`src/design/wsp_pkg.sv`:
```
// Shared constants and types for the window sum peak counter.
package wsp_pkg;

  // Delay line depth and sample width.
  localparam int WINDOW_MAX  = 4096;
  localparam int SAMPLE_BITS = 16;

  // Fixed port widths.
  localparam int SAMPLE_PORT_W = 16;
  localparam int CFG_LEN_W     = 13;
  localparam int BEST_SUM_W    = 28;
  localparam int BEST_COUNT_W  = 24;

  // Derived widths.
  localparam int SAMPLE_W = (SAMPLE_BITS < SAMPLE_PORT_W) ? SAMPLE_BITS : SAMPLE_PORT_W;
  localparam int SLOT_W   = $clog2(WINDOW_MAX);
  localparam int LEN_W    = $clog2(WINDOW_MAX + 1);
  localparam int SUM_W    = SAMPLE_W + LEN_W;
  localparam int DELTA_W  = SAMPLE_W + 1;

  // Queue between front and back.
  localparam int QDEPTH = 4;
  localparam int QPTR_W = $clog2(QDEPTH);
  localparam int QCNT_W = $clog2(QDEPTH + 1);

  // APB register map.
  localparam int PADDR_W = 3;
  localparam logic REG_WINDOW_LEN = 1'b0;

  // One classified transaction on its way to the back part.
  typedef struct packed {
    logic signed [DELTA_W-1:0] delta;  // new sample minus the sample leaving
    logic                      first;  // window just became full
    logic                      seen;   // window full after this sample
    logic                      last;   // closes the series
  } wsp_entry_t;

endpackage

```
`src/design/wsp_queue.sv`:
```
// Short FIFO of classified transactions between the front and back parts.
module wsp_queue
  import wsp_pkg::*;
(
  input  logic              clk_i,
  input  logic              rst_ni,
  input  logic              push_i,
  input  wsp_entry_t        push_data_i,
  input  logic              pop_i,
  output wsp_entry_t        pop_data_o,
  output logic              empty_o,
  output logic [QCNT_W-1:0] count_o
);

  wsp_entry_t        slots_q [QDEPTH];
  logic [QPTR_W-1:0] wptr_q, wptr_d;
  logic [QPTR_W-1:0] rptr_q, rptr_d;
  logic [QCNT_W-1:0] cnt_q, cnt_d;

  // Advance pointers and count.
  always_comb begin
    wptr_d = wptr_q;
    rptr_d = rptr_q;
    cnt_d  = cnt_q;
    if (push_i) begin
      wptr_d = (wptr_q == QPTR_W'(QDEPTH - 1)) ? '0 : wptr_q + 1'b1;
    end
    if (pop_i) begin
      rptr_d = (rptr_q == QPTR_W'(QDEPTH - 1)) ? '0 : rptr_q + 1'b1;
    end
    if (push_i && !pop_i) begin
      cnt_d = cnt_q + 1'b1;
    end else if (!push_i && pop_i) begin
      cnt_d = cnt_q - 1'b1;
    end
  end

  always_ff @(posedge clk_i or negedge rst_ni) begin
    if (!rst_ni) begin
      wptr_q <= '0;
      rptr_q <= '0;
      cnt_q  <= '0;
    end else begin
      wptr_q <= wptr_d;
      rptr_q <= rptr_d;
      cnt_q  <= cnt_d;
    end
  end

  // Store payload.
  always_ff @(posedge clk_i) begin
    if (push_i) begin
      slots_q[wptr_q] <= push_data_i;
    end
  end

  assign pop_data_o = slots_q[rptr_q];
  assign empty_o    = (cnt_q == '0);
  assign count_o    = cnt_q;

endmodule

```
`config.mk`:
```
export PLATFORM = sky130hd
export DESIGN_NAME = wsp_queue
export DESIGN_NICKNAME = d
export VERILOG_FILES = /design/src/design/wsp_pkg.sv /design/src/design/wsp_queue.sv
export SDC_FILE = /design/constraint.sdc
export NUM_CORES = 1
export LEC_CHECK = 0
export BUFFER_PORTS_ARGS = -buffer_cell sky130_fd_sc_hd__buf_2
export CORE_MARGIN = 3
export CORE_UTILIZATION = 30
export CTS_CLUSTER_DIAMETER = 150
export DETAILED_ROUTE_END_ITERATION = 6
export GPL_TIMING_DRIVEN = 0
export PLACE_DENSITY = 0.57
export SKIP_CTS_REPAIR_TIMING = 1
export SYNTH_ARGS = -nofsm -noshare
export SYNTH_HDL_FRONTEND = slang
export SYNTH_SLANG_ARGS = --single-unit
```
`constraint.sdc`:
```
create_clock -name clk_i -period 1.4 [get_ports clk_i]
set_input_delay 0.35 -clock clk_i [delete_from_list [all_inputs] [get_ports clk_i]]
set_output_delay 0.35 -clock clk_i [all_outputs]
set_load 0.02 [all_outputs]
```
== Word-level counts from Yosys, hierarchy flattened ==
Memories as Yosys holds them, arrays and structs flattened.
Index checks and enable logic that the tools add are counted.

* RAM bits: 80
* Word-level logic and storage cells: 22
* Output and inout port bits: 24
* Memories: 1
* Input bits: 24
* Register bits: 7

{| class="wikitable"
|+ Memory list
! memory !! words !! bits a word !! rd ports !! clocked after Yosys merged registers in !! wr ports !! line !! text
|-
| slots_q || 4 || 20 || 1 || 0 || 1 || wsp_queue.sv:15 || <nowiki>wsp_entry_t slots_q [QDEPTH];</nowiki>
|}

* Reduce and logical (&&, ||, !) cells: 6
* Add/subtract/negate cells: 4
* Mux-type cells: 6
* Equal/unequal tests: 2

{| class="wikitable"
|+ Operator list
! operator !! count
|-
| 2-to-1 mux 3 bit || 2
|-
| adder 2 x 1 -> 2 bit (second input constant) || 2
|-
| equality test 2 bit (second input constant) || 2
|-
| 2-to-1 mux 2 bit || 2
|-
| adder 3 x 1 -> 3 bit (second input constant) || 1
|-
| logical NOT 3 bit || 1
|-
| subtractor 3 x 1 -> 3 bit (second input constant) || 1
|-
| logical AND 1 bit || 2
|-
| logical NOT 1 bit || 2
|-
| 2-to-1 mux 1 bit || 2
|-
| nonzero test 2 bit || 1
|}

== Longest topological paths before layout ==
* Depth in word-level cells: 4
* Depth in mapped cells: 7
* Depth with buffers taken out: 7

== Worst setup path before layout ==
OpenSTA, ideal clock, no wires.

* Kind: reg-to-output
* Start: register rptr_q[0]
* End: output pop_data_o[10] (netlist name)
* Cell stages (with the launch flop): 3
* Path slack: -148 ps
* Data required time: 1050 ps
* Buffers on the path: 1
* Data arrival time: 1198 ps
* Cell sequence: dfrtp_1 > buf_6 > mux4_2

{| class="wikitable"
|+ RTL lines
! element !! line !! text
|-
| from (decl) || wsp_queue.sv:17 || <nowiki>logic [QPTR_W-1:0] rptr_q, rptr_d;</nowiki>
|-
| from (signal assigned) || wsp_queue.sv:45 || <nowiki>rptr_q <= rptr_d;</nowiki>
|-
| to (decl) || wsp_queue.sv:10 || <nowiki>output wsp_entry_t pop_data_o,</nowiki>
|}

==> flow_metrics.tcl <==
set metrics [dict create \
    synthDistinctLibCells 17 \
    final_layout_size_suffix_gt1_frac 0.493 \
    place_hpwl_mm 3.57 \
    timing.critical_path.cells "buf_4 > mux4_1 > buf_2" \
    first_pass_iters 5 \
    drv.max_cap_violation_count 0 \
    critPathMaxFanout 4 \
    die-area_mm2 0.0123 \
    port_buffers 47 \
    numPlacedInstances 323 \
    gp_congestion 0.633 \
    sequential_cell_area_mm2 0.00258 \
    tritoncts "built" \
    postLayoutCoreUtil 0.383 \
    worstSetupPathType "register to output port" \
    worst_slew_pin_tran_ns 0.336 \
    grt_pass1_vias 1671 \
    fillerInstances 951 \
    period_share 1.44 \
    post_synth_instance_area_mm2 0.00330 \
    timing.final.crit_period_ns 2.02 \
    critical-path-slowest-cell "mux4_1" \
    multi_input_comb_area_um2 737 \
    io-pin-count 48 \
    syn-num-nets 171 \
    slew_headroom 0.776 \
    grt_start_max_net_pins 21 \
    vdd_drop_max_uv 709 \
    drt-total-wl_mm 6.38 \
    final-instance-count-excl-fill 347 \
    layout_setup_ws_ns -0.620 \
    num_antenna_cells 0 \
    cts-root-to-sink-buffers 2 \
    route.vias.total 1560 \
    cts-htree-levels 3 \
    outcome "finished with violations" \
    initial_core_util 0.314 \
    drtIter0Drc 56 \
    rsz0062_at_grt "true" \
    remaining_drc_errors 0 \
    die_height_um 111 \
    ant_nets 0 \
    final-hold-violation-count 0 \
    dpl-instance-area_mm2 0.00371 \
    placementRows 37 \
    timing.final.max_slew_violations 0 \
    detail_route.wl_per_cell_um 18.4 \
    power_per_cell_area_mw_per_mm2 2040 \
    timing.hold.worst.class "primary input to register" \
    critical_path.startpoint_type "register" \
    design.core.area_mm2 0.0105 \
    antenna_found_initial 0 \
    num_cts_buffers 9 \
    yosys_reg_bits 87 \
    fin_worst_skew_ns 0.00726 \
    synth_seq_area_share 0.782 \
    final-setup-viol-count 21 \
    nets 237 \
    leakagePower_nw 1.42 \
    grtUsageTotal 0.102 \
    numClockSinks 87 \
    die-width_um 111 \
    synthToLayoutAreaGrowth_pct 22.0 \
    synth-warning-count 0 \
    cp_data_required_time_ns 1.05 \
    synth_cells 140 \
    cp-end-kind "output port" \
    overflow_left_after_global_routing 0 \
    critical_path.max_stage_delay_ns 0.55 \
    clk_pin_slew_ns 0.08 \
    synth.avg_cell_area_um2 23.5 \
    detailedPlace.worstSlack_ns -0.384 \
    worstPathArrival_ns 1.67 \
    timing.fmax_mhz 495 \
    violations_in_the_final_reports "setup timing" \
    clock_latency_on_the_worst_skew_pair_ns 0.34 \
    postLayoutCellArea_mm2 0.00402 \
    first_pass_grt_wire_length_mm 9.28 \
    clk_root_buf "clkbuf_8" \
    routed_via_density 4.50 \
]
[layer usage]
metal  global-route usage  vias to the layer above  wire length, µm
met1                0.129                      805             2860
met4               0.0394                        0               53
met3               0.0360                        5              232
met5                    0                        -                0
li1                     -                      708                -
met2                0.161                       42             3230
[cells in the mapped netlist, drive strengths merged]
cell type   n  area, µm²
mux4       20        458
fa          1       20.0
nor2        3       11.3
xor2        2       17.5
o21ai       2       10.0
and2        4       25.0
nor3        1       5.00
mux2        3       33.8
xnor2       1       8.76
nand2       2       7.51
buf         4       32.5
dfrtp       7        175
edfxtp     80       2400
ha          6       75.1
inv         4       15.0
[state kept, by name, summed over array words and instances, names as in the netlist]
name     count
rptr_q       2
slots_q     80
wptr_q       2
count_o      3
[logic make-up (layout without fill, tap and decap cells)]
| logic type | Yosys count | after routing | share of synthesized area |
|---|---|---|---|
| adder cells (fa/ha/maj) | 7 | 7 | 0.0288 |
| flip-flops | 87 | 87 | 0.782 |
| buffers and inverters | 8 | 74 | 0.0144 |
| multiplexers | 23 | 23 | 0.149 |
| AO/OA/AOI/OAI | 2 | 2 | 0.00304 |
| AND/OR/NAND/NOR | 10 | 15 | 0.0148 |
| XOR/XNOR | 3 | 3 | 0.00797 |
[cell type report]
class	count	share of cell area
sequential	87	0.642
multi-input combinational	50	0.183
timing repair buffer	50	0.0697
tap	136	0.0423
clock buffer	10	0.0317
clock inverter	6	0.0149
buffer	4	0.0124
inverter	4	0.00373
[critical path, delay by kind of cell (launching register included)]
family | cells | cell delay, ns
mux | 1 | 0.55
flops | 1 | 0.45
buf+inv | 2 | 0.33
[power breakdown]
group | internal [mW] | switching [mW]
Clock | 0.819 | 0.845
Sequential | 3.36 | 0.203
Combinational | 1.35 | 1.62
[cells in the final DEF (no fill, tap or decap), drive strengths merged]
cell | synthesis | layout
edfxtp | 80 | 80
mux2 | 3 | 3
clkbuf | 0 | 11
dlygate4sd3 | 0 | 1
and2 | 4 | 9
nor2 | 3 | 3
inv | 4 | 5
o21ai | 2 | 2
dfrtp | 7 | 7
nand2 | 2 | 2
buf | 4 | 52
fa | 1 | 1
ha | 6 | 6
nor3 | 1 | 1
clkinvlp | 0 | 1
bufinv | 0 | 1
clkinv | 0 | 3
xor2 | 2 | 2
mux4 | 20 | 20
xnor2 | 1 | 1
[final timing paths]
check	from	end	slack, ns	depth (start not counted)
min in group asynchronous	rst_ni	count_o[0]	0.36	2
max in group asynchronous	rst_ni	rptr_q[0]	0.86	2
min	push_data_i[12]	slots_q[0][12]	0.22	1
min reg2reg	count_o[2]	count_o[2]	0.52	1
max	rptr_q[0]	pop_data_o[17]	-0.62	3
max reg2reg	wptr_q[0]	slots_q[0][10]	0.05	3
[per-stage QoR]
step | hold slack (ns) | TNS (ns) | total power [mW]
floorplan | 0.0544 | -2.68 | 5.45
global placement | 0.196 | -18.33 | 6.29
detailed placement | 0.199 | -18.17 | 6.33
CTS | -0.187 | -27.24 | 8.00
global route | 0.190 | -13.48 | 8.64
finish | 0.217 | -11.89 | 8.20
Note: power is estimated with default switching activity, not from simulation.
