===== src/design/wsp_pkg.sv =====
// Shared constants and types for the window sum peak counter.
package wsp_pkg;

  // Delay line depth and sample width.
  localparam int WINDOW_MAX  = 4096;
  localparam int SAMPLE_BITS = 16;

  // Fixed port widths.
  localparam int SAMPLE_PORT_W = 16;
  localparam int CFG_LEN_W     = 13;
  localparam int BEST_SUM_W    = 28;
  localparam int BEST_COUNT_W  = 24;

  // Derived widths.
  localparam int SAMPLE_W = (SAMPLE_BITS < SAMPLE_PORT_W) ? SAMPLE_BITS : SAMPLE_PORT_W;
  localparam int SLOT_W   = $clog2(WINDOW_MAX);
  localparam int LEN_W    = $clog2(WINDOW_MAX + 1);
  localparam int SUM_W    = SAMPLE_W + LEN_W;
  localparam int DELTA_W  = SAMPLE_W + 1;

  // Queue between front and back.
  localparam int QDEPTH = 4;
  localparam int QPTR_W = $clog2(QDEPTH);
  localparam int QCNT_W = $clog2(QDEPTH + 1);

  // APB register map.
  localparam int PADDR_W = 3;
  localparam logic REG_WINDOW_LEN = 1'b0;

  // One classified transaction on its way to the back part.
  typedef struct packed {
    logic signed [DELTA_W-1:0] delta;  // new sample minus the sample leaving
    logic                      first;  // window just became full
    logic                      seen;   // window full after this sample
    logic                      last;   // closes the series
  } wsp_entry_t;

endpackage


===== src/design/wsp_back.sv =====
// Back part: running sum, peak tracking and the result register.
module wsp_back
  import wsp_pkg::*;
(
  input  logic                    clk_i,
  input  logic                    rst_ni,
  input  logic                    clear_i,
  input  logic                    q_empty_i,
  input  wsp_entry_t              q_data_i,
  output logic                    pop_o,
  output logic [BEST_SUM_W-1:0]   best_sum_o,
  output logic [BEST_COUNT_W-1:0] best_count_o,
  output logic                    window_seen_o,
  output logic                    out_valid_o,
  input  logic                    out_ready_i
);

  localparam int EXT_W = (SUM_W > BEST_SUM_W) ? SUM_W : BEST_SUM_W;

  logic [SUM_W-1:0]        sum_q, sum_d, sum_n;
  logic [SUM_W-1:0]        peak_q, peak_d;
  logic [BEST_COUNT_W-1:0] hits_q, hits_d;
  logic [EXT_W-1:0]        peak_ext;
  logic                    out_valid_q, out_valid_d;
  logic [BEST_SUM_W-1:0]   best_sum_q, best_sum_d;
  logic [BEST_COUNT_W-1:0] best_count_q, best_count_d;
  logic                    seen_q, seen_d;

  // Pop when the result register is free or being drained.
  assign pop_o = !q_empty_i && (!out_valid_q || out_ready_i);

  assign sum_n = sum_q + {{(SUM_W - DELTA_W){q_data_i.delta[DELTA_W-1]}}, q_data_i.delta};

  // Update sum and peak, then form the result.
  always_comb begin
    sum_d        = sum_q;
    peak_d       = peak_q;
    hits_d       = hits_q;
    out_valid_d  = out_valid_q && !out_ready_i;
    best_sum_d   = best_sum_q;
    best_count_d = best_count_q;
    seen_d       = seen_q;
    peak_ext     = '0;
    if (clear_i) begin
      sum_d  = '0;
      peak_d = '0;
      hits_d = '0;
    end else if (pop_o) begin
      sum_d = sum_n;
      if (q_data_i.seen) begin
        if (q_data_i.first || (sum_n > peak_q)) begin
          peak_d = sum_n;
          hits_d = BEST_COUNT_W'(1);
        end else if (sum_n == peak_q) begin
          hits_d = (hits_q == {BEST_COUNT_W{1'b1}}) ? hits_q : hits_q + 1'b1;
        end
      end
      peak_ext     = EXT_W'(peak_d);
      out_valid_d  = 1'b1;
      seen_d       = q_data_i.seen;
      best_sum_d   = '0;
      best_count_d = '0;
      if (q_data_i.seen) begin
        best_sum_d   = (peak_ext > EXT_W'({BEST_SUM_W{1'b1}})) ? {BEST_SUM_W{1'b1}}
                                                               : BEST_SUM_W'(peak_ext);
        best_count_d = hits_d;
      end
      if (q_data_i.last) begin
        sum_d  = '0;
        peak_d = '0;
        hits_d = '0;
      end
    end
  end

  always_ff @(posedge clk_i or negedge rst_ni) begin
    if (!rst_ni) begin
      sum_q       <= '0;
      peak_q      <= '0;
      hits_q      <= '0;
      out_valid_q <= 1'b0;
    end else begin
      sum_q       <= sum_d;
      peak_q      <= peak_d;
      hits_q      <= hits_d;
      out_valid_q <= out_valid_d;
    end
  end

  // Result payload.
  always_ff @(posedge clk_i) begin
    best_sum_q   <= best_sum_d;
    best_count_q <= best_count_d;
    seen_q       <= seen_d;
  end

  assign out_valid_o   = out_valid_q;
  assign best_sum_o    = best_sum_q;
  assign best_count_o  = best_count_q;
  assign window_seen_o = seen_q;

endmodule


===== config.mk =====
export PLATFORM = sky130hd
export DESIGN_NAME = wsp_back
export DESIGN_NICKNAME = d
export VERILOG_FILES = /design/src/design/wsp_pkg.sv /design/src/design/wsp_back.sv
export SDC_FILE = /design/constraint.sdc
export NUM_CORES = 1
export LEC_CHECK = 0
export BUFFER_PORTS_ARGS = -buffer_cell sky130_fd_sc_hd__buf_4
export CORE_AREA = 2 2 127 129
export CTS_CLUSTER_DIAMETER = 120
export DETAILED_ROUTE_END_ITERATION = 10
export DIE_AREA = 0 0 129 131
export PLACE_DENSITY_LB_ADDON = 0.05
export SLEW_MARGIN = 15
export SYNTH_ARGS = -nofsm -noshare
export SYNTH_HDL_FRONTEND = slang
export SYNTH_SLANG_ARGS = --single-unit

===== constraint.sdc =====
create_clock -name clk_i -period 5.3 [get_ports clk_i]
set_clock_uncertainty 0.2 [all_clocks]
set_input_delay 1.06 -clock clk_i [delete_from_list [all_inputs] [get_ports clk_i]]
set_output_delay 1.06 -clock clk_i [all_outputs]
set_load 0.005 [all_outputs]

[After elaboration in Yosys (flattened, before gate mapping)]
Cells that the tools add are included.
Storage, ports and cells
  output and inout port bits: 55
  logic and storage cells: 43
  input bits: 25
  register bits after elaboration: 136
Operators by class
  muxes and demuxes: 20
  bitwise logic cells: 1
  equality and inequality tests: 2
  order comparisons: 2
  reductions and logical operators: 9
  $add $sub $neg: 2
Operator list (number)
  $mux 29: 10
  $mux 24: 7
  $add 29x29->29: 1
  $eq 29x29->1: 1
  $gt 29x28->1 const B: 1
  $gt 29x29->1: 1
  $mux 28: 1
  $add 24x1->24 const B: 1
  $eq 24x24->1 const B: 1
  $logic_not 1->1: 3
  $logic_and 1x1->1: 2
  $logic_or 1x1->1: 2
  $mux 1: 2
  $reduce_and 2->1: 1
  $reduce_bool 2->1: 1
  $not 1->1: 1

[Longest topological paths before layout]
Gate-level depths: netlist of the first run.
  word-level depth: 10
  depth in mapped cells: 20
  gate-level depth less buffers: 18

[Worst setup path before layout of the first run]
OpenSTA, ideal clock, no wires.
  kind: input to register
  start: input port q_data_i[3] (netlist name)
  end: register best_sum_q[22] (netlist: best_sum_o[22]) (data pin)
  data arrival time: 5610 ps
  data required time: 4842 ps
  setup time: 258 ps
  setup slack: -768 ps
  path buffers: 2
  stages: 19
  cell sequence: ha_1 -> fa_1 -> a21o_1 -> a221o_1 -> a41o_1 -> a21boi_2 -> nor2_1 -> o41ai_1 -> xnor2_1 -> ha_1 -> nand4_2 -> or4_4 -> or3_4 -> o21ai_2 -> a31oi_2 -> or2_1 -> buf_6 -> buf_6 -> o221a_2
On the way
  longest elaborated chain between the ends: 9
Ends and longest elaborated chain
  from (decl): RTL line wsp_back.sv:9  | input wsp_entry_t q_data_i,
  $add 29x29->29 *: RTL line wsp_back.sv:32  | assign sum_n = sum_q + {{(SUM_W - DELTA_W){q_data_i.delta[DELTA_W-1]}}, q_data_i.delta};
  $gt 29x29->1: RTL line wsp_back.sv:51  | if (q_data_i.first || (sum_n > peak_q)) begin
  $logic_or 1x1->1: RTL line wsp_back.sv:51
  $mux 29 *: RTL line wsp_back.sv:51
  $mux 29 *: RTL line wsp_back.sv:50  | if (q_data_i.seen) begin
  $mux 29 *: RTL line wsp_back.sv:48  | end else if (pop_o) begin
  $mux 29 *: RTL line wsp_back.sv:44  | if (clear_i) begin
  $gt 29x28->1: RTL line wsp_back.sv:64  | best_sum_d = (peak_ext > EXT_W'({BEST_SUM_W{1'b1}})) ? {BEST_SUM_W{1'b1}}
  $mux 28 *: RTL line wsp_back.sv:64
  to (signal assigned): RTL line wsp_back.sv:92  | best_sum_q <= best_sum_d;
  to (decl): RTL line wsp_back.sv:25  | logic [BEST_SUM_W-1:0] best_sum_q, best_sum_d;
Every way passes the cells marked *; elsewhere a longest branch is shown, timed or not. The select of a mux whose other input is x is not followed.
A chain may end at the register's enable or synchronous reset.

[Worst setup path after layout of the first run]
  start: input port q_data_i[3] (netlist name)
  end: register best_sum_q[5] (netlist: best_sum_o[5]) (data pin)
Same word-level chain as after synthesis.

==> results_dict.tcl, run 1 <==
set metrics [dict create \
    root_buffer "clkbuf_16" \
    drtIter0Drc 529 \
    cp_slowest_cell "or4_4" \
    yosys.cell_types.count 67 \
    postRouteAntennaNets 0 \
    synth_area_mm2 0.00825 \
    synthFlopType "dfrtp_1" \
    fin_ws_ns -0.213 \
    avgRoutedWirePerCell_um 19.9 \
    grt_pass1_wl_mm 37.9 \
    htree_levels 4 \
    p_per_area_mw_per_mm2 277 \
    die_w_um 129 \
    regArea_mm2 0.00367 \
    whs_ns 0.312 \
    cts_buffers 17 \
    yosysSeqAreaShare_pct 44.5 \
    num-fill-cells 1128 \
    die_y_um 131 \
    path_depth 19 \
    totalWireLength_mm 24.8 \
    violations "setup timing" \
    synth_area_leaders "dfrtp_1 25%, edfxtp_1 19%, ha_1 8.8%" \
    status "complete, but fails checks" \
    hold_class "register to register" \
    path_delay_family "compound AO/OA/AOI/OAI gates" \
    yosys_register_bits 136 \
    startpoint_type "input port" \
    synth_top_area_cell "dfrtp_1" \
    layout-drive-gt1-share_pct 36.1 \
    antenna_found_initial 0 \
    syn_inst 794 \
    p_leak_nw 5.15 \
    netlist.area_leader.share_pct 25.2 \
    dieArea_mm2 0.0169 \
    cts.clk_slew.worst_paths_ns 0.06 \
    hold_viol 0 \
    synth-edff-count 53 \
    coreArea_mm2 0.0156 \
    power_mw 3.19 \
    start_util_pct 52.9 \
    slew_viol_final 0 \
    io_pins 80 \
    worstPathCellList "buf_6 -> ha_4 -> fa_2 -> a21o_1 -> a221o_1 -> a41o_4 -> a311oi_4 -> buf_4 -> buf_4 -> xnor2_4 -> ha_4 -> nand4_1 -> or4_4 -> or3_4 -> o21ai_4 -> a31oi_4 -> or2_4 -> clkbuf_16 -> o221a_2" \
    min_path_cells 1 \
    yosys_warnings 0 \
    async_reset_ff_share_pct 61.0 \
    path_max_fanout 5 \
    vias_per_cell 5.92 \
    port_buffers 79 \
    critPathBufInv 4 \
    n_antenna_cell 0 \
    cts_buffer_depth 2 \
    dpl.hpwl_mm 16.4 \
    rr_worst_depth 18 \
    cts.sinks 136 \
    rows 46 \
    max_cap_viol_count 0 \
    syn_avg_cell_area_um2 10.4 \
    period_minus_slack_ns 5.51 \
    ir_worst_vdd_uv 223 \
    fmax_ghz 0.181 \
    clock_latency_ns 0.43 \
    grt_overflow 0 \
    setup_viol_count_final 102 \
    tightest_slew_ns 1.03 \
    multi_input_area_mm2 0.00475 \
    timing.slew.headroom_pct 31.1 \
    nNetsFinal 1101 \
    period_share_pct 104 \
    grt_pass1_vias 7491 \
    grt_max_degree 60 \
    syn_nets 878 \
    cts_tree "done" \
    cp.required_ns 5.28 \
    rsz0062_at_grt "yes" \
    dp_slack_ns -0.727 \
    num_vias 7382 \
    firstDrtPassIters 4 \
    drc 0 \
    cp.arrival_ns 5.49 \
    grt_util_all_layers_pct 29.1 \
    area_delta_synth_final_pct 39.6 \
    crit_type "input port to register" \
    critPathCaptureType "register" \
    gp_congestion 0.886 \
    slowest_delay_ns 0.60 \
]
[final cells by class]
type / instances / share of cell area, %
clock inverter: 12 / 1.52
inverter: 42 / 1.37
clock buffer: 20 / 3.88
tap: 216 / 2.35
timing repair buffer: 242 / 17.8
sequential: 136 / 31.8
multi-input combinational: 578 / 41.2
[registers in the layout, summed over array words and instances (netlist names)]
name           flops
best_count_o      24
hits_q            24
sum_q             29
out_valid_o        1
best_sum_o        28
peak_q            29
window_seen_o      1
[metal layers]
metal	GRT usage [%]	wire (um)
met4	14.5	889
met2	51.7	12900
met1	34.2	10100
met3	4.93	951
met5	0	0
[synth_stat cells (all sizes together) (24+ instances only)]
cell type / count
a21oi: 45
ha: 58
o221a: 28
a21o: 26
inv: 42
a31oi: 29
a22o: 61
edfxtp: 53
nor2: 45
nand2: 54
o21ai: 35
xnor2: 24
dfrtp: 83
[what timing repair did]
| item | in CTS | in global routing |
|---|---|---|
| gates cloned | 2 | 5 |
| hold buffers | 0 | 0 |
| pin swaps | 32 | 36 |
| gates resized for setup | 58 | 43 |
| buffers inserted | 12 | 8 |
| endpoints found under the setup margin | 105 | 105 |
[cells by family after synthesis]
family                   share of synthesized area [%]
flip-flops                                        44.5
XOR/XNOR                                          3.93
multiplexers                                     0.243
buffers and inverters                             4.61
AND/OR/NAND/NOR                                   13.6
adder cells (fa/ha/maj)                           9.04
AO/OA/AOI/OAI                                     24.2
[path summary, 6_finish.rpt]
path | start | end | slack [ns]
setup / recovery | q_data_i[3] | best_sum_o[5] | -0.21
hold / removal | sum_q[14] | sum_q[14] | 0.31
setup reg to reg | sum_q[0] | best_sum_o[5] | 0.07
hold reg to reg | sum_q[14] | sum_q[14] | 0.31
max in group asynchronous | rst_ni | sum_q[10] | 3.48
min in group asynchronous | rst_ni | hits_q[8] | 0.52
[cell usage in the layout (no fill, tap or decap), types with 7 or more instances in the layout]
| master | n |
|---|---|
| buf_6 | 22 |
| clkbuf_16 | 19 |
| edfxtp_1 | 53 |
| nand4_1 | 13 |
| nand2b_1 | 7 |
| xor2_1 | 13 |
| a31oi_1 | 28 |
| nand3_1 | 19 |
| and2_1 | 9 |
| o221a_4 | 9 |
| o21ai_0 | 24 |
| inv_1 | 42 |
| a21o_1 | 26 |
| dfrtp_1 | 83 |
| o21a_1 | 7 |
| and3_1 | 11 |
| buf_4 | 210 |
| ha_1 | 56 |
| nand2_1 | 49 |
| a22o_1 | 61 |
| xnor2_1 | 21 |
| o221a_2 | 15 |
| nor2_1 | 38 |
| a21oi_1 | 39 |
[per-stage QoR]
stage	instance area [um2]	utilization, %	instances	setup TNS (ns)
global placement	10100	65.0	1189	-62.48
finish	11500	73.8	1246	-14.11
global route	11500	73.8	1246	-26.33
detailed placement	10100	65.0	1189	-65.20
CTS	11100	71.5	1235	-7.47
floorplan	8400	-	794	-20.48
[report_power, final]
group | total [mW] | switching [mW] | internal, mW
Combinational | 0.761 | 0.395 | 0.365
Clock | 1.26 | 0.464 | 0.799
Sequential | 1.17 | 0.0257 | 1.14
Total | 3.19 | 0.885 | 2.31
No activity file was read; power rests on OpenSTA's default activity.
==> inputs of run 2 (changes only) <==
Settings changed: BUFFER_PORTS_ARGS -buffer_cell sky130_fd_sc_hd__buf_4 to -buffer_cell sky130_fd_sc_hd__buf_2, CAP_MARGIN set to 20, GPL_TIMING_DRIVEN set to 0.
==> run 2 against run 1 <==
  * The flow still finishes with violations (setup timing)
  * Register-to-register slack worse by 0.14 ns
  * Global-route usage up 0.40 points
  * Via count about the same
  * Final cell count down 3.9%
  * Critical path depth up 5
  * Routed wire length about the same
  * Fmax down 2.6%
  * Design area down 1.3%
  * Flip-flop and latch count unchanged
  * Critical path type unchanged
  * Largest cell class unchanged
  * Highest routed layer unchanged
==> results_dict.tcl, run 2 (synthesized netlist as in run 1, its figures left out) <==
set metrics [dict create \
    period_minus_slack_ns 5.66 \
    port_buffers 79 \
    critPathCaptureType "register" \
    slowest_delay_ns 0.55 \
    root_buffer "clkbuf_16" \
    num-fill-cells 1077 \
    path_delay_family "compound AO/OA/AOI/OAI gates" \
    dpl.hpwl_mm 15.9 \
    cts.sinks 136 \
    startpoint_type "input port" \
    cts_tree "done" \
    crit_top_cell "buf_6" \
    period_share_pct 107 \
    n_antenna_cell 0 \
    totalWireLength_mm 24.8 \
    firstDrtPassIters 6 \
    layout-drive-gt1-share_pct 34.4 \
    rows 46 \
    worstPathCellList "buf_6 -> ha_4 -> fa_2 -> a21o_1 -> a221o_1 -> a41o_4 -> a311oi_4 -> nand2b_4 -> o21ai_2 -> xor2_2 -> ha_1 -> nand4_1 -> or4_4 -> buf_6 -> nor2_4 -> o31ai_4 -> a31oi_4 -> buf_6 -> nand2b_4 -> nand2_4 -> buf_8 -> buf_12 -> buf_8 -> a22o_1" \
    gp_congestion 0.911 \
    cts.clk_slew.worst_paths_ns 0.06 \
    nNetsFinal 1052 \
    cp.required_ns 5.42 \
    crit_type "input port to register" \
    avgRoutedWirePerCell_um 20.7 \
    critPathBufInv 6 \
    whs_ns 0.309 \
    tightest_slew_ns 1.23 \
    vias_per_cell 6.17 \
    htree_levels 4 \
    die_y_um 131 \
    clock_latency_ns 0.44 \
    cts_buffers 17 \
    path_max_fanout 5 \
    rr_endpoint "peak_q[27]" \
    postRouteAntennaNets 0 \
    dp_slack_ns -1.26 \
    grt_pass1_wl_mm 38.2 \
    p_per_area_mw_per_mm2 272 \
    grt_pass1_vias 7237 \
    num_vias 7389 \
    startpoint "q_data_i[3]" \
    ir_worst_vdd_uv 303 \
    holdBufCountCts 0 \
    crit_end "peak_q[27]" \
    dieArea_mm2 0.0169 \
    drc 0 \
    max_cap_viol_count 0 \
    r2r_start "sum_q[0]" \
    grt_overflow 0 \
    area_delta_synth_final_pct 37.7 \
    violations "setup timing" \
    timing.slew.headroom_pct 17.3 \
    io_pins 80 \
    die_w_um 129 \
    r2r_slack_ns -0.07 \
    slew_viol_final 0 \
    cts_buffer_depth 2 \
    fmax_ghz 0.177 \
    path_depth 24 \
    coreArea_mm2 0.0156 \
    cp.arrival_ns 5.78 \
    status "complete, but fails checks" \
    antenna_found_initial 0 \
    cp_slowest_cell "or4_4" \
    rsz0062_at_grt "yes" \
    layout_commonest_cell "dfrtp_1" \
    setup_viol_count_final 105 \
    p_leak_nw 4.99 \
    grt_max_degree 55 \
    tns_ns -26.45 \
    start_util_pct 52.9 \
    rr_worst_depth 23 \
    min_path_cells 1 \
    grt_util_all_layers_pct 29.5 \
    hold_viol 0 \
    final_cell_mix "83 x dfrtp_1, 80 x buf_2, 61 x a22o_1" \
    fin_ws_ns -0.359 \
    hold_class "register to register" \
    drtIter0Drc 526 \
]
==> run 2: cell count changes in the layout (fill, tap and decap cells not counted), moves of 14 or more <==
cell      delta
buf_2       +80
buf_4      -168
buf_8       +15
clkbuf_1    +17
o221a_2     -14
o221a_4     +14
==> run 2: per-layer routing <==
metal	share of wire, %	GRT usage (%)	vias up
met4	3.5	13.4	0
met3	4.1	4.72	59
li1	-	-	3388
met5	0	0	-
met2	51	50.7	260
met1	42	36.8	3682
==> run 2: repair_timing <==
item,CTS,global route
pin swaps,58,71
setup endpoints to repair,105,105
endpoints found under the hold margin,0,0
resized for setup,115,75
cloned,7,1
buffers inserted,50,21
==> run 2: worst reg2reg max path, stage by stage, from the launching register on <==
cell,delay (ns)
dfrtp_1,0.41
ha_4,0.18
fa_2,0.34
a21o_1,0.18
a221o_1,0.34
a41o_4,0.26
a311oi_4,0.36
nand2b_4,0.21
o21ai_2,0.07
xor2_2,0.17
ha_1,0.32
nand4_1,0.14
or4_4,0.55
buf_6,0.15
nor2_4,0.10
o31ai_4,0.09
a31oi_4,0.20
buf_6,0.15
nand2b_4,0.16
nand2_4,0.07
buf_8,0.14
buf_12,0.13
buf_8,0.12
a22o_1,0.21
==> run 2: worst min path at each step <==
stage           startpoint     endpoint  slack (ns)
4_1_cts         hits_q[18]   hits_q[18]        0.31
6_report         sum_q[22]    sum_q[22]        0.31
3_3_place_gp   out_valid_o  out_valid_o        0.29
3_5_place_dp      sum_q[6]     sum_q[6]        0.30
2_1_floorplan   hits_q[18]   hits_q[18]        0.26
5_1_grt          sum_q[12]    sum_q[12]        0.33
==> run 2: layout make-up <==
class / instances / area, um2 / area share, %
Clock inverter: 9 / 104 / 0.914
Multi-Input combinational cell: 577 / 5060 / 44.5
Tap cell: 216 / 270 / 2.38
Clock buffer: 23 / 458 / 4.03
Timing Repair Buffer: 160 / 1350 / 11.9
Sequential cell: 136 / 3670 / 32.3
Buffer: 34 / 300 / 2.64
Inverter: 42 / 158 / 1.39
==> run 2: power breakdown <==
| part | switching (mW) | internal, mW | total, mW |
|---|---|---|---|
| registers | 0.0246 | 1.14 | 1.17 |
| logic | 0.412 | 0.345 | 0.757 |
| clock network | 0.462 | 0.701 | 1.16 |
==> run 2: through the flow <==
stage               power, mW  area, um2  std cells  utilization (%)
floorplan                1.56       8400        794                -
global placement         1.72       9060       1089             58.1
detailed placement       1.74       9160       1092             58.7
CTS                      3.02      10900       1181             69.8
global route             3.20      11400       1197             72.9
finish                   3.09      11400       1197             72.9
